==> src/hw/rtl/slfc_pkg.sv <==
// Shared types, codes and helpers for the supply link frame controller.
package slfc_pkg;

  localparam int RES_MAX = 3;
  localparam int CNT_W   = $clog2(RES_MAX + 1);

  // request kinds
  localparam logic [1:0] REQ_RX_BYTE = 2'd0;
  localparam logic [1:0] REQ_TICK    = 2'd1;
  localparam logic [1:0] REQ_SEND    = 2'd2;

  // frame status codes
  localparam logic [1:0] ST_NONE = 2'd0;
  localparam logic [1:0] ST_GOOD = 2'd1;
  localparam logic [1:0] ST_BAD  = 2'd2;

  // configuration register indexes
  localparam logic [1:0] REG_PING_PERIOD   = 2'd0;
  localparam logic [1:0] REG_ONLINE_WINDOW = 2'd1;
  localparam logic [1:0] REG_CHECKSUM_BIAS = 2'd2;

  localparam logic [15:0] PING_PERIOD_RST   = 16'd33333;
  localparam logic [15:0] ONLINE_WINDOW_RST = 16'd65500;
  localparam logic [7:0]  CHECKSUM_BIAS_RST = 8'd5;

  // link byte codes
  localparam logic [7:0] WRITE_CODE    = 8'h42;
  localparam logic [7:0] CODE_ACTIVATE = 8'h1A;
  localparam logic [7:0] CODE_ENABLE   = 8'h2C;
  localparam logic [7:0] CODE_OK       = 8'hAC;
  localparam logic [7:0] CODE_PING     = 8'h15;
  localparam logic [7:0] CODE_PONG     = 8'h16;

  typedef struct packed {
    logic [1:0] req_type;
    logic [7:0] data_byte;
  } in_t;

  typedef struct packed {
    logic       tx_valid;
    logic [7:0] tx_byte;
    logic       last;
    logic [1:0] frame_status;
    logic       activated;
    logic       enabled;
    logic       online;
  } out_t;

  typedef out_t [RES_MAX-1:0] burst_t;

  // load request from the request decode into the result queue
  typedef struct packed {
    logic             push;
    logic [CNT_W-1:0] count;
  } load_t;

  // three-byte outgoing frame: write code, command, checksum
  function automatic burst_t make_frame(input logic [7:0] code, input logic [7:0] bias,
                                        input logic online, input logic act,
                                        input logic ena);
    burst_t     f;
    logic [7:0] csum;
    csum = WRITE_CODE + code - bias;
    f[0] = '{tx_valid: 1'b1, tx_byte: WRITE_CODE, last: 1'b0, frame_status: ST_NONE,
             activated: act, enabled: ena, online: online};
    f[1] = '{tx_valid: 1'b1, tx_byte: code, last: 1'b0, frame_status: ST_NONE,
             activated: act, enabled: ena, online: online};
    f[2] = '{tx_valid: 1'b1, tx_byte: csum, last: 1'b1, frame_status: ST_NONE,
             activated: act, enabled: ena, online: online};
    return f;
  endfunction

endpackage

==> src/hw/rtl/slfc_out_queue.sv <==
// Result queue: holds one request's results, sent out one per cycle unless stalled.
module slfc_out_queue (
  input  logic                   clk,
  input  logic                   rst_n,
  input  slfc_pkg::load_t        load,
  input  slfc_pkg::burst_t       load_items,
  output logic                   can_load,
  output logic                   out_valid,
  input  logic                   out_ready,
  output slfc_pkg::out_t         out_data
);

  slfc_pkg::burst_t                 items_r, items_nxt;
  logic [slfc_pkg::CNT_W-1:0]       cnt_r, cnt_nxt;
  logic                             pop;

  assign out_valid = (cnt_r != '0);
  assign out_data  = items_r[0];
  assign pop       = out_valid && out_ready;
  // room for a new burst once the queue drains this cycle
  assign can_load  = (cnt_r == '0) || ((cnt_r == slfc_pkg::CNT_W'(1)) && out_ready);

  always_comb begin
    items_nxt = items_r;
    cnt_nxt   = cnt_r;
    if (load.push) begin
      items_nxt = load_items;
      cnt_nxt   = load.count;
    end else if (pop) begin
      for (int i = 0; i < slfc_pkg::RES_MAX - 1; i++) begin
        items_nxt[i] = items_r[i+1];
      end
      cnt_nxt = cnt_r - slfc_pkg::CNT_W'(1);
    end
  end

  always_ff @(posedge clk) begin
    if (!rst_n) begin
      cnt_r <= '0;
    end else begin
      cnt_r <= cnt_nxt;
    end
  end

  always_ff @(posedge clk) begin
    items_r <= items_nxt;
  end

endmodule

==> src/hw/rtl/supply_link_frame_controller.sv <==
// Supply link frame controller: frame receive check, command and ping frame send.
// The first result of a request is shown the cycle after it is taken. Results
// leave one per cycle unless stalled; byte and plain tick requests give one result,
// send and ping ticks give three, so throughput is one request per result slot.
// A new request is taken while the last pending result is being taken.
// Synchronous active-low reset clears counters, flags and receive state, and loads
// the config registers with their defaults.
module supply_link_frame_controller (
  input  logic             clk,
  input  logic             rst_n,
  input  logic             in_valid,
  output logic             in_ready,
  input  slfc_pkg::in_t    in_data,
  output logic             out_valid,
  input  logic             out_ready,
  output slfc_pkg::out_t   out_data,
  input  logic             cfg_valid,
  output logic             cfg_ready,
  input  logic [1:0]       cfg_index,
  input  logic [15:0]      cfg_data
);

  // configuration registers
  logic [15:0] ping_period_r;
  logic [15:0] online_window_r;
  logic [7:0]  bias_r;

  // link state
  logic [7:0]  rx0_r, rx0_nxt;
  logic [7:0]  rx1_r, rx1_nxt;
  logic [1:0]  rx_pos_r, rx_pos_nxt;
  logic [15:0] ping_cnt_r, ping_cnt_nxt;
  logic [15:0] win_cnt_r, win_cnt_nxt;
  logic        act_r, act_nxt;
  logic        ena_r, ena_nxt;
  logic        pong_r, pong_nxt;

  logic              in_acc;
  logic              can_load;
  logic [16:0]       ping_inc, win_inc;
  logic              ping_fire, win_fire;
  logic [8:0]        sum_ab, sum_rhs;
  logic              frame_good;
  logic              tick_online;
  slfc_pkg::load_t   load;
  slfc_pkg::burst_t  items;

  assign cfg_ready = 1'b1;
  assign in_ready  = can_load;
  assign in_acc    = in_valid && in_ready;

  // counters compare one bit wider so a full count always fires
  assign ping_inc  = {1'b0, ping_cnt_r} + 17'd1;
  assign win_inc   = {1'b0, win_cnt_r} + 17'd1;
  assign ping_fire = ping_inc >= {1'b0, ping_period_r};
  assign win_fire  = win_inc >= {1'b0, online_window_r};

  // first + second - bias == third, rearranged to avoid negative values
  assign sum_ab     = {1'b0, rx0_r} + {1'b0, rx1_r};
  assign sum_rhs    = {1'b0, in_data.data_byte} + {1'b0, bias_r};
  assign frame_good = (sum_ab == sum_rhs);

  // at window end report pong, which a ping on this same tick has just cleared
  assign tick_online = win_fire ? (pong_r && !ping_fire) : 1'b1;

  always_comb begin
    rx0_nxt      = rx0_r;
    rx1_nxt      = rx1_r;
    rx_pos_nxt   = rx_pos_r;
    ping_cnt_nxt = ping_cnt_r;
    win_cnt_nxt  = win_cnt_r;
    act_nxt      = act_r;
    ena_nxt      = ena_r;
    pong_nxt     = pong_r;
    items        = '0;
    load.count   = '0;

    case (in_data.req_type)
      slfc_pkg::REQ_RX_BYTE: begin
        items[0].frame_status = slfc_pkg::ST_NONE;
        if (rx_pos_r == 2'd0) begin
          rx0_nxt    = in_data.data_byte;
          rx_pos_nxt = 2'd1;
        end else if (rx_pos_r == 2'd1) begin
          rx1_nxt    = in_data.data_byte;
          rx_pos_nxt = 2'd2;
        end else begin
          rx_pos_nxt = 2'd0;
          if (frame_good) begin
            items[0].frame_status = slfc_pkg::ST_GOOD;
            if (rx0_r == slfc_pkg::CODE_ACTIVATE) begin
              act_nxt = (rx1_r == slfc_pkg::CODE_OK);
            end else if (rx0_r == slfc_pkg::CODE_ENABLE) begin
              ena_nxt  = (rx1_r == slfc_pkg::CODE_OK);
              pong_nxt = 1'b1;
            end else if (rx0_r == slfc_pkg::CODE_OK) begin
              pong_nxt = (rx1_r == slfc_pkg::CODE_PONG);
            end
          end else begin
            items[0].frame_status = slfc_pkg::ST_BAD;
          end
        end
        items[0].last      = 1'b1;
        items[0].online    = 1'b1;
        items[0].activated = act_nxt;
        items[0].enabled   = ena_nxt;
        load.count         = slfc_pkg::CNT_W'(1);
      end
      slfc_pkg::REQ_TICK: begin
        ping_cnt_nxt = ping_fire ? 16'd0 : ping_inc[15:0];
        win_cnt_nxt  = win_fire  ? 16'd0 : win_inc[15:0];
        if (ping_fire) begin
          pong_nxt   = 1'b0;
          items      = slfc_pkg::make_frame(slfc_pkg::CODE_PING, bias_r, tick_online,
                                            act_r, ena_r);
          load.count = slfc_pkg::CNT_W'(slfc_pkg::RES_MAX);
        end else begin
          items[0].last      = 1'b1;
          items[0].online    = tick_online;
          items[0].activated = act_r;
          items[0].enabled   = ena_r;
          load.count         = slfc_pkg::CNT_W'(1);
        end
      end
      slfc_pkg::REQ_SEND: begin
        items      = slfc_pkg::make_frame(in_data.data_byte, bias_r, 1'b1, act_r, ena_r);
        load.count = slfc_pkg::CNT_W'(slfc_pkg::RES_MAX);
      end
      default: begin
        // unused request kind: taken, no results, no state change
        load.count = '0;
      end
    endcase

    load.push = in_acc;
  end

  always_ff @(posedge clk) begin
    if (!rst_n) begin
      ping_period_r   <= slfc_pkg::PING_PERIOD_RST;
      online_window_r <= slfc_pkg::ONLINE_WINDOW_RST;
      bias_r          <= slfc_pkg::CHECKSUM_BIAS_RST;
    end else if (cfg_valid && cfg_ready) begin
      case (cfg_index)
        slfc_pkg::REG_PING_PERIOD:   ping_period_r   <= cfg_data;
        slfc_pkg::REG_ONLINE_WINDOW: online_window_r <= cfg_data;
        slfc_pkg::REG_CHECKSUM_BIAS: bias_r          <= cfg_data[7:0];
        default: begin
        end
      endcase
    end
  end

  always_ff @(posedge clk) begin
    if (!rst_n) begin
      rx0_r      <= '0;
      rx1_r      <= '0;
      rx_pos_r   <= '0;
      ping_cnt_r <= '0;
      win_cnt_r  <= '0;
      act_r      <= 1'b0;
      ena_r      <= 1'b0;
      pong_r     <= 1'b0;
    end else if (in_acc) begin
      rx0_r      <= rx0_nxt;
      rx1_r      <= rx1_nxt;
      rx_pos_r   <= rx_pos_nxt;
      ping_cnt_r <= ping_cnt_nxt;
      win_cnt_r  <= win_cnt_nxt;
      act_r      <= act_nxt;
      ena_r      <= ena_nxt;
      pong_r     <= pong_nxt;
    end
  end

  // result register and burst sequencing
  slfc_out_queue u_queue (
    .clk        (clk),
    .rst_n      (rst_n),
    .load       (load),
    .load_items (items),
    .can_load   (can_load),
    .out_valid  (out_valid),
    .out_ready  (out_ready),
    .out_data   (out_data)
  );

endmodule

==> config.mk <==
export PLATFORM = sky130hd
export DESIGN_NAME = supply_link_frame_controller
export DESIGN_NICKNAME = d
export VERILOG_FILES = /design/src/hw/rtl/slfc_pkg.sv /design/src/hw/rtl/slfc_out_queue.sv /design/src/hw/rtl/supply_link_frame_controller.sv
export SDC_FILE = /design/constraint.sdc
export NUM_CORES = 1
export LEC_CHECK = 0
export ABC_AREA = 0
export BUFFER_PORTS_ARGS = -buffer_cell sky130_fd_sc_hd__buf_2
export CAP_MARGIN = 30
export CORE_ASPECT_RATIO = 0.6
export CORE_MARGIN = 2
export CORE_UTILIZATION = 45
export CTS_CLUSTER_SIZE = 10
export DETAILED_ROUTE_END_ITERATION = 10
export GPL_ROUTABILITY_DRIVEN = 0
export GPL_TIMING_DRIVEN = 0
export HOLD_SLACK_MARGIN = 0.02
export PLACE_DENSITY = 0.72
export SETUP_SLACK_MARGIN = 0.5
export SKIP_LAST_GASP = 1
export SLEW_MARGIN = 20
export SYNTH_ARGS = -nofsm -noshare
export SYNTH_HDL_FRONTEND = slang
export SYNTH_SLANG_ARGS = --single-unit
export TNS_END_PERCENT = 50
==> constraint.sdc <==
create_clock -name clk -period 5.2 [get_ports clk]
set_clock_uncertainty 0.2 [all_clocks]
set_input_delay 0.26 -clock clk [delete_from_list [all_inputs] [get_ports clk]]
set_output_delay 0.26 -clock clk [all_outputs]
set_load 0.02 [all_outputs]
After elaboration in Yosys (flattened, before gate mapping)

Cells that the tools add are included.

Register bits: 140
Input port bits: 33
Output and inout bits: 18
Logic and storage cells: 118

Add/sub/neg operators: 8
$lt $le $gt $ge: 2
Equality and inequality tests: 18
Multiplexer cells: 35
Bitwise operators: 1
Reductions and logical operators: 21

Operator list:

| cell                    | count |
|---|---|
| $pmux W39 S2            | 1 |
| $mux W30                | 2 |
| $mux W39                | 1 |
| $add A16 B1 Y17 const B | 2 |
| $ge A17 B16 Y1          | 2 |
| $mux W16                | 2 |
| $add A8 B8 Y9           | 2 |
| $mux W1                 | 18 |
| $pmux W6 S3             | 1 |
| $eq A8 B5 Y1 const B    | 2 |
| $eq A8 B8 Y1 const B    | 2 |
| $mux W2                 | 8 |
| $ne A2 B2 Y1 const B    | 5 |
| $reduce_and A2 Y1       | 5 |
| $eq A9 B9 Y1            | 1 |
| $add A7 B8 Y8 const A   | 1 |
| $eq A2 B1 Y1 const B    | 4 |
| $eq A8 B6 Y1 const B    | 1 |
| $logic_not A2 Y1        | 4 |
| $reduce_and A8 Y1       | 1 |
| $sub A7 B8 Y8 const A   | 1 |
| $sub A8 B8 Y8           | 1 |
| $pmux W2 S3             | 1 |
| $reduce_bool A2 Y1      | 3 |
| 10 further kinds        | 14 |

Depth between registers and ports, before layout

Gate-level depths: netlist of the first run.

Depth after elaboration: 8
Mapped depth: 17
Depth with buffers taken out: 15

Modules after synthesis

Synthesis of the first run repeated with hierarchy kept, for this count alone.

Cells, all modules: 927
Area, all modules: 8659.6 µm²

Modules (own cells, without submodules):

| module                       | times used | cells each | area an instance (µm²) | sequential area each (µm²) |
|---|---|---|---|---|
| supply_link_frame_controller | 1          | 814        | 6535.0                 | 1861.8 |
| slfc_out_queue               | 1          | 113        | 2124.5                 | 1391.3 |

Worst setup path after synthesis of the first run

OpenSTA, ideal clock, no wires.

Path kind: register -> register
Start point: register ping_cnt_r[0]
End point: register u_queue.items_r[29] (netlist bit), data pin
Library setup time: 0.267 ns
Data arrival time: 3.220 ns
Data required time: 4.733 ns
Slack: 1.513 ns
Stages on the path, launching flop included: 16
Path buffers: 1
Period minus slack after synthesis: 3.687 ns
Cells stage by stage: dfxtp_1 > ha_1 > nand3_2 > nor3_2 > and3_1 > nand3_1 > xnor2_1 > ha_1 > a21o_1 > a221oi_1 > o221a_2 > nand2_2 > and2_1 > buf_2 > o211ai_1 > nand2_1

RTL lines:

| item                     | line                                | RTL |
|---|---|---|
| start: declaration       | supply_link_frame_controller.sv:32  | `logic [15:0] ping_cnt_r, ping_cnt_nxt;` |
| start signal: assignment | supply_link_frame_controller.sv:168 | `ping_cnt_r <= ping_cnt_nxt;` |
| end signal: assignment   | slfc_out_queue.sv:46                | `items_r <= items_nxt;` |
| end: declaration         | slfc_out_queue.sv:13                | `slfc_pkg::burst_t items_r, items_nxt;` |

==> results of run 1 <==
## cells in the mapped netlist (4+ instances only)
| cell type | instances | area, µm² |
|---|---|---|
| nand3b_1 | 11 | 82.58 |
| nand2_1 | 126 | 473.0 |
| a22oi_1 | 6 | 45.04 |
| o21ai_0 | 22 | 110.1 |
| a21boi_0 | 28 | 210.2 |
| xnor2_1 | 30 | 262.8 |
| clkbuf_1 | 24 | 90.09 |
| dfxtp_1 | 95 | 1902 |
| a21oi_1 | 37 | 185.2 |
| nor2b_1 | 32 | 200.2 |
| a21boi_1 | 14 | 105.1 |
| a21o_1 | 14 | 105.1 |
| and2_1 | 17 | 106.4 |
| xor2_1 | 20 | 175.2 |
| nand4_1 | 10 | 62.56 |
| nor3_1 | 18 | 90.09 |
| and3_1 | 20 | 125.1 |
| edfxtp_1 | 40 | 1201 |
| mux2i_1 | 23 | 230.2 |
| o211ai_1 | 20 | 150.1 |
| buf_2 | 6 | 30.03 |
| buf_4 | 20 | 150.1 |
| buf_1 | 6 | 22.52 |
| nand3_1 | 39 | 195.2 |
| nor2_1 | 33 | 123.9 |
| nor3b_1 | 6 | 45.04 |
| o21ai_1 | 16 | 80.08 |
| ha_1 | 70 | 875.8 |
| a211o_1 | 4 | 35.03 |
| inv_1 | 65 | 244.0 |
## metal layers
metal	part of all wire, %	global-route usage [%]	wire, µm
met3	10	9.067	2334
met2	38	31.23	8695
met4	0.87	5.401	199
met1	51	35.54	11520
met5	0	0	0
## cells in the final DEF, fill, tap and decap left out, types with 32 or more instances in the layout
cell type  netlist  routed
inv_1           65      65
nor2_1          33      33
dfxtp_1         95      94
buf_2            6      54
nor2b_1         32      32
ha_1            70      70
nand3_1         39      39
nand2_1        126     126
a21oi_1         37      37
edfxtp_1        40      40
## worst reg2reg max path, cell delays in order, from the launching register on
cell and delay, ns:
dfxtp_1 0.47, ha_1 0.31, and3_1 0.24, and3_1 0.22
and3_1 0.17, buf_4 0.14, and3_1 0.22, nand3_1 0.11
xnor2_1 0.19, ha_1 0.32, nand3_1 0.22, a2111oi_4 0.48
buf_2 0.35, nor2_4 0.11, a21oi_1 0.24, o31ai_1 0.10
## logic make-up after synthesis
| kind of cell | Yosys count | synth area share (%) |
|---|---|---|
| flops | 135 | 36.61 |
| xor+xnor | 53 | 5.743 |
| mux | 24 | 2.849 |
| buf+inv | 123 | 6.510 |
| compound gates | 198 | 16.12 |
| simple gates | 343 | 21.08 |
| other cells | 1 | 0.04424 |
| fa+ha+maj | 73 | 11.04 |
## layout make-up
cell class	instances	area [µm²]	area share [%]
inverters	66	247.7	2.503
clock inverters	15	191.4	1.934
clock buffers	17	425.4	4.297
repair buffers	73	486.7	4.917
well taps	240	300.3	3.033
multi-input cells	692	4840	48.89
flip-flops and latches	135	3104	31.36
plain buffers	57	304.0	3.071
## flip-flops by register name, summed over array words and instances, names as in the netlist
name              flops
pong_r                1
win_cnt_r            16
rx1_r                 8
u_queue.out_data     15
bias_r                8
u_queue.items_r      25
online_window_r      16
u_queue.cnt_r         2
act_r                 1
ping_period_r        16
ping_cnt_r           16
rx0_r                 8
ena_r                 1
rx_pos_r              2
## worst min path at each step
stage                        end
6_report                rx1_r[5]
3_3_place_gp    ping_period_r[7]
5_1_grt                 rx1_r[5]
3_5_place_dp   ping_period_r[12]
4_1_cts                 rx1_r[5]
2_1_floorplan   ping_period_r[0]
## stage by stage
step | cells | total power [W] | hold slack (ns) | setup slack, ns
global route | 1295 | 0.003094 | 0.03333 | 0.5664
floorplan | 950 | 0.001569 | 0.1840 | 1.513
detailed placement | 1239 | 0.001716 | 0.2589 | 0.7572
CTS | 1293 | 0.002984 | 0.02315 | 0.7205
global placement | 1238 | 0.001699 | 0.2516 | 0.8152
finish | 1295 | 0.002980 | 0.02943 | 0.8462
## power by group through the flow
stage / registers (W) / clock network [W] / logic, W
floorplan: 0.00123 / 0 / 0.000341
global placement: 0.00124 / 0 / 0.000462
detailed placement: 0.00124 / 0 / 0.000476
CTS: 0.00122 / 0.00127 / 0.000492
global route: 0.00123 / 0.00132 / 0.000546
finish: 0.00122 / 0.00126 / 0.000498
## timing repair
| action | CTS | global route |
|---|---|---|
| hold endpoints to repair | 48 | 0 |
| endpoints found under the setup margin | 0 | 9 |
| resized for setup | 0 | 3 |
| hold buffers | 22 | 0 |
| setup buffers | 0 | 2 |
==> impl_summary.txt, run 1 <==
----------------------------------------------------
[Critical path]
  Critical R2R Capture ... u_queue.items_r[15]
  Crit path from ... win_cnt_r[0]
  Category of cells accounting for the largest share of critical-path delay ... simple AND/OR/NAND/NOR gates
  Logic depth of the worst path, buffers included ... 15
  Critical path cell sequence ... ha_1 > and3_1 > and3_1 > and3_1 > buf_4 > and3_1 > nand3_1 > xnor2_1 > ha_1 > nand3_1 > a2111oi_4 > buf_2 > nor2_4 > a21oi_1 > o31ai_1
  Cells on worst reg2reg path ... 15
  CP Max Fanout ... 10
  Arrival time at the worst endpoint ... 4.32 ns
  Worst endpoint required time ... 5.17 ns
  Launching element type of the critical path ... flip-flop
  FF-to-FF Start ... win_cnt_r[0]
  Buffering stage count on the worst path with inverters included ... 2
  Flop-to-flop setup slack ... 0.85 ns
  Setup crit end kind ... flip-flop
  Largest stage delay on the critical path ... 0.47 ns
  Most Frequent Cell on Critical Path ... and3_1
  Cell with the largest stage delay on the worst path ... dfxtp_1
  Worst Path Class, Setup ... flip-flop to flip-flop
  CP Capture Point ... u_queue.items_r[15]

[Power and ir drop]
  Portion of total power attributed to sequential cells ... 40.9%
  Worst ir drop on vdd ... 241.4 µV
  Leak ... 4.374 nW
  Internal power ... 0.002151 W
  Clock network power share ... 42.4%
  Cell Pwr Density ... 301.1 nW/µm²
  Sw Ratio ... 27.83%
  Logic pwr share ... 16.7%
  Sw Pwr ... 0.0008294 W

[Cells and area]
  Fill cell total of the finished layout ... 1683
  Cell area after layout ... 9899 µm²
  Number of nets in the layout ... 1148
  Signed area change from the synthesized netlist to the final layout ... 16.80%
  Fraction of the core area covered by cells at the end of the flow ... 54.22%
  Ant diodes ... 0
  Share of post-route cells with drive strength above 1 ... 13.18%

[STA]
  Unrepaired setup endpoints after global routing ... false
  Final Slew Violations ... 0
  Fin crit period ... 4.354 ns
  Tightest Pin Transition ... 0.7242 ns
  Setup TNS Final ... 0 ns
  Number of endpoints with negative hold slack in the final report ... 0
  Setup Viol. Count Final ... 0
  Timing-limited maximum frequency ... 229.7 MHz
  Tcrit/Tclk final ... 83.73%
  Rel. slew slack ... 51.72%

[Routing]
  Wirelength, routed ... 22750 µm
  Vias ... 7072
  Antenna-violating nets left ... 0
  Residual DRC count ... 0
  Routed wire per std cell ... 17.57 µm
  Iter 0 DRT Violations ... 742
  DRT Pass-1 Iters ... 5
  Via density per instance ... 5.461

[Synthesis]
  Mean post-synth cell area ... 8.922 µm²
  Portion of the post-synthesis area used by sequential elements ... 36.61%
  Distinct cell type count of the synthesized netlist ... 79
  Number of enable-type register cells in the synthesized netlist ... 40
  Ys flop type ... dfxtp_1
  Instance count of the mapped netlist ... 950
  Post-synth net total ... 1056
  Synth warn ... 0
  FFs w/ async S/R, synth ... 0%
  Netlist Area Pre-Place ... 8476 µm²
  Post-synthesis sequential element count ... 135

[Clock tree]
  Clock tree from TritonCTS ... built
  Maximum clock insertion buffer count ... 2
  Clock input transition at the sequential cells of the worst setup and hold paths ... 0.06 ns
  Num CTS Buffers ... 17
  Clock latency on the worst-skew pair ... 0.43 ns
  Total clock sinks ... 135
  CTS root buf ... clkbuf_16
  Count of H-tree levels built during CTS ... 4

[GRT]
  Global route total overflow ... 0
  Overall fraction of global-route tracks in use ... 23.67%
  Initial antenna violation count ... 0
  Largest net degree at the start of global routing ... 33
  Via count of the first global-routing pass ... 6549
  Global-route wire length before repair ... 35960 µm

[Placement]
  Standard cell area after detailed placement ... 9027 µm²
  Count of input and output buffers ... 48
  HPWL Detailed ... 16930 µm

[Job]
  # Max-Cap Violations ... 0

[Floorplanning]
  Width of the die ... 181.2 µm
  Num rows ... 38
  Count of boundary I/O pins ... 51
  Floorplan die height ... 110.3 µm
  Initial standard-cell utilization of the core ... 46.42%
  Core Footprint ... 18260 µm²
  DIE AREA ... 19980 µm²

[Status]
  Result of the run ... complete, no violations

[Hold path]
  Hold path startpoint ... in_data[5]
  Number of cells on the worst hold path ... 3
  Class of the most critical hold timing path ... input port to flip-flop

----------------------------------------------------
Power figures use the tool's default switching activity.
==> run 2: changes to the inputs <==
Settings changed: ABC_AREA 0 to 1.
Clock period 5.2 ns to 4.06 ns, I/O delays scaled along.
==> impl_summary.txt, run 2 <==
----------------------------------------------------
[Clock tree]
  Clock input transition at the sequential cells of the worst setup and hold paths ... 0.06 ns (about the same)
  Clock latency on the worst-skew pair ... 0.42 ns (was 0.43 ns)
  Total clock sinks ... 135 (unchanged)
  Clock tree from TritonCTS ... built (unchanged)
  Maximum clock insertion buffer count ... 2 (unchanged)
  Num CTS Buffers ... 17 (unchanged)
  CTS root buf ... clkbuf_16 (unchanged)
  Count of H-tree levels built during CTS ... 4 (unchanged)

[Synthesis]
  Instance count of the mapped netlist ... 1118 (was 950)
  Largest cells by area after synthesis ... dfxtp_1 23%, edfxtp_1 14%, nand2_1 12% (was dfxtp_1 22%, edfxtp_1 14%, ha_1 10%)
  FFs w/ async S/R, synth ... 0% (unchanged)
  Share of the synthesized area in the top cell type ... 22.77% (was 22.44%)
  Distinct cell type count of the synthesized netlist ... 47 (was 79)
  Mean post-synth cell area ... 7.470 µm² (was 8.922 µm²)
  Most frequent cell after synthesis ... nand2_1 (unchanged)
  Most used standard cells in the synthesized netlist ... 266 x nand2_1, 176 x inv_1, 95 x dfxtp_1 (was 126 x nand2_1, 95 x dfxtp_1, 70 x ha_1)
  Portion of the post-synthesis area used by sequential elements ... 37.15% (was 36.61%)
  Cell taking the most area after synthesis ... dfxtp_1 (unchanged)
  Post-synth net total ... 1224 (was 1056)
  Number of enable-type register cells in the synthesized netlist ... 40 (unchanged)
  Netlist Area Pre-Place ... 8352 µm² (was 8476 µm²)
  Synth warn ... 0 (unchanged)
  Ys flop type ... dfxtp_1 (unchanged)
  Post-synthesis sequential element count ... 135 (unchanged)

[Hold path]
  Sink of the worst hold path ... online_window_r[15] (was rx1_r[5])
  Number of cells on the worst hold path ... 5 (was 3)
  Class of the most critical hold timing path ... input port to flip-flop (unchanged)
  Hold path startpoint ... cfg_valid (was in_data[5])

[Placement]
  Count of input and output buffers ... 49 (was 48)
  HPWL Detailed ... 16960 µm (was 16930 µm)

[Power and ir drop]
  Leak ... 4.704 nW (was 4.374 nW)
  Portion of total power attributed to sequential cells ... 40.4% (was 40.9%)
  Clock network power share ... 34.6% (was 42.4%)
  Logic pwr share ... 25.1% (was 16.7%)
  Worst ir drop on vdd ... 303.5 µV (was 241.4 µV)
  Cell Pwr Density ... 433.4 nW/µm² (was 301.1 nW/µm²)
  Sw Ratio ... 31.88% (was 27.83%)
  Post-route total power ... 0.004367 W (was 0.002980 W)
  Sw Pwr ... 0.001392 W (was 0.0008294 W)
  Internal power ... 0.002975 W (was 0.002151 W)

[Job]
  # Max-Cap Violations ... 0 (unchanged)

[Floorplanning]
  Width of the die ... 179.9 µm (was 181.2 µm)
  DIE AREA ... 19700 µm² (was 19980 µm²)
  Core Footprint ... 18110 µm² (was 18260 µm²)
  Num rows ... 38 (unchanged)
  Count of boundary I/O pins ... 51 (unchanged)
  Floorplan die height ... 109.5 µm (was 110.3 µm)
  Initial standard-cell utilization of the core ... 46.10% (was 46.42%)

[STA]
  Timing-limited maximum frequency ... 293.5 MHz (was 229.7 MHz)
  Number of endpoints with negative hold slack in the final report ... 0 (unchanged)
  Rel. slew slack ... 52.04% (was 51.72%)
  Setup Viol. Count Final ... 0 (unchanged)
  Tcrit/Tclk final ... 83.92% (was 83.73%)
  Fin crit period ... 3.407 ns (was 4.354 ns)
  Unrepaired setup endpoints after global routing ... true (was false)
  Tightest Pin Transition ... 0.7168 ns (was 0.7242 ns)
  Final Slew Violations ... 0 (unchanged)
  Setup TNS Final ... 0 ns (unchanged)

[Critical path]
  Worst Path Class, Setup ... flip-flop to flip-flop (unchanged)
  CP Max Fanout ... 5 (was 10)
  Setup crit end kind ... flip-flop (unchanged)
  Launching element type of the critical path ... flip-flop (unchanged)
  Worst endpoint required time ... 4.21 ns (was 5.17 ns)
  FF-to-FF Start ... win_cnt_r[4] (was win_cnt_r[0])
  Cells on worst reg2reg path ... 22 (was 15)
  Critical R2R Capture ... win_cnt_r[8] (was u_queue.items_r[15])
  Arrival time at the worst endpoint ... 3.56 ns (was 4.32 ns)
  Flop-to-flop setup slack ... 0.65 ns (was 0.85 ns)

[GRT]
  Initial antenna violation count ... 0 (unchanged)
  Via count of the first global-routing pass ... 6755 (was 6549)
  Global-route wire length before repair ... 35260 µm (was 35960 µm)
  Overall fraction of global-route tracks in use ... 22.83% (was 23.67%)
  Global route total overflow ... 0 (unchanged)
  Largest net degree at the start of global routing ... 33 (unchanged)

[Cells and area]
  Most common library cell in the layout ignoring fill and taps ... nand2_1 (unchanged)
  Fraction of the core area covered by cells at the end of the flow ... 55.62% (was 54.22%)
  Ant diodes ... 0 (unchanged)
  Total area of multi-input combinational cells ... 4526 µm² (was 4840 µm²)
  Register name with the most flops ... u_queue.items_r (unchanged)
  Commonest cells after routing, fill and taps aside ... 259 x nand2_1, 176 x inv_1, 90 x a21oi_1, 90 x dfxtp_1, 76 x nor2_1 (was 126 x nand2_1, 94 x dfxtp_1, 70 x ha_1)
  Fill cell total of the finished layout ... 1649 (was 1683)
  Share of post-route cells with drive strength above 1 ... 15.16% (was 13.18%)
  Register area ... 3117 µm² (was 3104 µm²)
  Signed area change from the synthesized netlist to the final layout ... 20.64% (was 16.80%)
  Number of nets in the layout ... 1333 (was 1148)
  Number of flip-flops in the largest register ... 25 (unchanged)

[Routing]
  Residual DRC count ... 0 (unchanged)
  Via density per instance ... 5.113 (was 5.461)
  Wirelength, routed ... 22800 µm (was 22750 µm)
  DRT Pass-1 Iters ... 6 (was 5)
  Vias ... 7567 (was 7072)
  Iter 0 DRT Violations ... 826 (was 742)
  Routed wire per std cell ... 15.40 µm (was 17.57 µm)
  Antenna-violating nets left ... 0 (unchanged)

[Status]
  Result of the run ... complete, no violations (unchanged)

----------------------------------------------------
-- run 2: worst max-delay path: stages, from the launching register on --
cell	delay, ns
dfxtp_1	0.40
nand2_2	0.12
nor2_4	0.13
nand3_4	0.10
nor3_4	0.21
nand2_2	0.08
nor2_2	0.15
inv_1	0.07
nand2_1	0.06
inv_1	0.07
ha_1	0.29
a21boi_1	0.14
o21a_1	0.19
nor3_2	0.15
nand2_1	0.07
nand2_1	0.07
nand2_1	0.05
nand2_2	0.11
nand2_4	0.11
nor2_4	0.21
buf_6	0.14
nand2_1	0.06
a21oi_2	0.14
-- run 2: layout make-up --
class / instances / share of cell area [%]
Buffer: 44 / 2.471
Timing Repair Buffer: 90 / 6.283
Sequential cell: 135 / 30.93
Clock inverter: 11 / 0.9934
Multi-Input combinational cell: 758 / 44.91
Tap cell: 240 / 2.980
Clock buffer: 21 / 4.681
Inverter: 181 / 6.743
-- run 2: per-stage QoR --
stage / worst slack [ns] / cell area [µm²] / std cells / hold slack (ns)
finish: 0.6528 / 10080 / 1480 / 0.01858
global route: 0.4656 / 10080 / 1480 / 0.05945
CTS: 0.5196 / 9737 / 1465 / 0.05655
detailed placement: 0.4396 / 8900 / 1407 / 0.2454
global placement: 0.4668 / 8897 / 1407 / 0.2444
floorplan: 1.033 / 8352 / 1118 / 0.1162
-- run 2: how the worst max path moves through the flow --
| stage | cells past startpoint | end | from | slack [ns] |
|---|---|---|---|---|
| finish | 22 | win_cnt_r[8] | win_cnt_r[4] | 0.65 |
| global route | 22 | win_cnt_r[8] | win_cnt_r[4] | 0.47 |
| CTS | 22 | win_cnt_r[8] | win_cnt_r[0] | 0.52 |
| detailed placement | 22 | win_cnt_r[8] | win_cnt_r[0] | 0.44 |
| global placement | 21 | win_cnt_r[7] | win_cnt_r[0] | 0.47 |
| floorplan | 22 | win_cnt_r[7] | win_cnt_r[0] | 1.03 |
-- run 2: repair_timing --
| action | CTS | global route |
|---|---|---|
| endpoints found under the hold margin | 50 | 1 |
| setup buffers | 0 | 11 |
| gates cloned | 0 | 1 |
| endpoints found under the setup margin | 10 | 57 |
| pin swaps | 0 | 20 |
| hold buffers | 26 | 1 |
| gates resized for setup | 1 | 52 |
-- run 2: power groups by stage --
stage | clock network, W | logic, W | registers (W)
global route | 0.00158 | 0.00122 | 0.00178
CTS | 0.00153 | 0.00106 | 0.00176
global placement | 0 | 0.00102 | 0.00179
detailed placement | 0 | 0.00104 | 0.00179
floorplan | 0 | 0.000750 | 0.00176
finish | 0.00151 | 0.00109 | 0.00176
-- run 2: logic make-up (layout without fill, tap and decap cells) --
logic type / count (synthesis) / after routing / synth area share (%)
AO/OA/AOI/OAI: 203 / 203 / 13.93
buffers and inverters: 225 / 347 / 11.12
XOR/XNOR: 32 / 32 / 3.356
other: 1 / 1 / 0.04490
adder cells (fa/ha/maj): 73 / 73 / 11.21
flip-flops: 135 / 135 / 37.15
AND/OR/NAND/NOR: 449 / 449 / 23.19
-- run 2: per-layer routing --
metal | vias up | GRT usage, % | wire, µm
met3 | 29 | 6.161 | 2045
met5 | - | 0 | 0
met2 | 289 | 31.12 | 8865
met4 | 0 | 4.588 | 189
met1 | 3422 | 35.38 | 11700
li1 | 3827 | - | -
==> run 3: changes to the inputs <==
Settings changed: PLACE_DENSITY 0.72 to 0.74.
Clock period 4.06 ns to 3 ns, I/O delays scaled along.
==> impl_summary.txt, run 3 (synthesis results as in run 2) <==
----------------------------------------------------
[Critical path]
  Setup crit end kind ... flip-flop (unchanged)
  Worst endpoint required time ... 3.13 ns (was 4.21 ns)
  Arrival time at the worst endpoint ... 3.47 ns (was 3.56 ns)
  CP Max Fanout ... 5 (unchanged)
  Worst Path Class, Setup ... flip-flop to flip-flop (unchanged)
  Launching element type of the critical path ... flip-flop (unchanged)

[Cells and area]
  Number of flip-flops in the largest register ... 25 (unchanged)
  Commonest cells after routing, fill and taps aside ... 226 x nand2_1, 167 x inv_1, 74 x dfxtp_1 (was 259 x nand2_1, 176 x inv_1, 90 x a21oi_1, 90 x dfxtp_1, 76 x nor2_1)
  Signed area change from the synthesized netlist to the final layout ... 32.97% (was 20.64%)
  Share of post-route cells with drive strength above 1 ... 27.20% (was 15.16%)
  Most common library cell in the layout ignoring fill and taps ... nand2_1 (unchanged)
  Number of nets in the layout ... 1380 (was 1333)
  Register name with the most flops ... u_queue.items_r (unchanged)
  Ant diodes ... 0 (unchanged)

[Power and ir drop]
  Worst ir drop on vdd ... 445.6 µV (was 303.5 µV)
  Post-route total power ... 0.006205 W (was 0.004367 W)
  Leak ... 5.144 nW (was 4.704 nW)
  Cell Pwr Density ... 558.7 nW/µm² (was 433.4 nW/µm²)

[Hold path]
  Class of the most critical hold timing path ... input port to flip-flop (unchanged)

[Routing]
  Metal1 wirelength ... 11950 µm (was 11700 µm)
  DRT Pass-1 Iters ... 7 (was 6)
  Routed wire per std cell ... 16.94 µm (was 15.40 µm)
  Residual DRC count ... 0 (unchanged)
  Wirelength, routed ... 25870 µm (was 22800 µm)
  Vias ... 8125 (was 7567)
  Via density per instance ... 5.321 (was 5.113)
  Top routing layer in use ... met5 (was met4)
  Wire length on met2 ... 11000 µm (was 8865 µm)
  Iter 0 DRT Violations ... 773 (was 826)
  Antenna-violating nets left ... 0 (unchanged)
  Met3 wire len ... 2464 µm (was 2045 µm)

[STA]
  Fin crit period ... 3.335 ns (was 3.407 ns)
  Hold WS ... 0.08514 ns (was 0.01858 ns)
  Final Slew Violations ... 0 (unchanged)
  Final critical-path setup slack ... -0.3354 ns (was 0.6528 ns)
  Number of endpoints with negative hold slack in the final report ... 0 (unchanged)
  Unrepaired setup endpoints after global routing ... true (unchanged)
  Rel. slew slack ... 41.57% (was 52.04%)
  Setup TNS Final ... -7.497 ns (was 0 ns)
  Tightest Pin Transition ... 0.8764 ns (was 0.7168 ns)
  Setup Viol. Count Final ... 55 (was 0)
  Tcrit/Tclk final ... 111.2% (was 83.92%)
  Timing-limited maximum frequency ... 299.8 MHz (was 293.5 MHz)

[GRT]
  Via count of the first global-routing pass ... 7089 (was 6755)
  Largest net degree at the start of global routing ... 33 (unchanged)
  Global route total overflow ... 0 (unchanged)
  Initial antenna violation count ... 0 (unchanged)
  Overall fraction of global-route tracks in use ... 24.55% (was 22.83%)
  Global-route wire length before repair ... 37550 µm (was 35260 µm)

[Placement]
  Count of input and output buffers ... 49 (unchanged)
  HPWL Detailed ... 16730 µm (was 16960 µm)

[Floorplanning]
  Num rows ... 38 (unchanged)
  Floorplan die height ... 109.5 µm (unchanged)
  Width of the die ... 179.9 µm (unchanged)
  Count of boundary I/O pins ... 51 (unchanged)
  DIE AREA ... 19700 µm² (unchanged)
  Initial standard-cell utilization of the core ... 46.10% (unchanged)
  Core Footprint ... 18110 µm² (unchanged)

[Clock tree]
  Maximum clock insertion buffer count ... 2 (unchanged)
  Clock tree from TritonCTS ... built (unchanged)
  Clock input transition at the sequential cells of the worst setup and hold paths ... 0.07 ns (was 0.06 ns)
  CTS root buf ... clkbuf_16 (unchanged)
  Total clock sinks ... 135 (unchanged)
  Clock latency on the worst-skew pair ... 0.42 ns (about the same)
  Count of H-tree levels built during CTS ... 4 (unchanged)
  Num CTS Buffers ... 17 (unchanged)

[Status]
  Failing checks ... setup timing
  Result of the run ... finished with violations (was complete, no violations)

[Job]
  # Max-Cap Violations ... 0 (unchanged)

----------------------------------------------------
-- run 3: worst paths after layout --
path,slack [ns],depth (start not counted),end,startpoint
max,-0.34,22,win_cnt_r[6],win_cnt_r[3]
min,0.09,3,u_queue.items_r[24],in_data[3]
max reg2reg,-0.34,22,win_cnt_r[6],win_cnt_r[3]
min reg2reg,0.27,2,online_window_r[5],online_window_r[5]
-- run 3: per-layer routing --
metal	global-route usage [%]	vias to the layer above
met1	36.07	3796
met2	35.41	364
met4	5.401	2
met5	2.000	-
li1	-	3922
met3	6.890	41
-- run 3: worst max-delay path, stage by stage (launching register included) --
cell	delay, ns
dfxtp_2	0.36
nand2_2	0.10
nor2_4	0.14
nand3_2	0.10
nor3_2	0.16
nand2_1	0.13
nor2_2	0.14
inv_1	0.07
nand2_1	0.06
inv_1	0.08
ha_1	0.29
a21boi_1	0.13
o21a_1	0.16
nor3_1	0.12
nand2_1	0.08
nand2_1	0.07
nand2_1	0.05
nand2_2	0.11
nand2_4	0.10
nor2_4	0.19
buf_6	0.15
nand2_1	0.07
a21oi_1	0.14
-- run 3: power by group --
group	internal [W]	switching (W)	leakage, nW
clock	0.00131	0.000884	0.279
sequential	0.00227	0.000111	1.18
combinational	0.000591	0.00104	3.68
total	0.00417	0.00203	5.14
-- run 3: final cells by class --
type                    instances  area [µm²]
well taps                     240       300.3
inverters                     181       686.9
plain buffers                  44       249.0
flip-flops and latches        135        3152
clock buffers                  17       425.4
fillers                      1424        7009
multi-input cells             759        5092
repair buffers                136        1021
clock inverters                15       178.9
-- run 3: through the flow --
step           area, µm²  utilization [%]  instances  worst slack [ns]
4_1_cts            10510            58.03       1500           -0.2749
2_1_floorplan       8456                -       1118            0.1026
3_3_place_gp        9001            49.69       1407           -0.3502
3_5_place_dp        9004            49.70       1407           -0.4319
5_1_grt            11110            61.31       1527           -0.4757
6_report           11110            61.31       1527           -0.3354
-- run 3: what timing repair did --
action	in CTS	in global routing
pin swaps	48	45
resized for setup	101	93
endpoints found under the hold margin	62	0
setup endpoints to repair	82	103
cloned	2	0
hold buffers	29	0
setup buffers	30	25
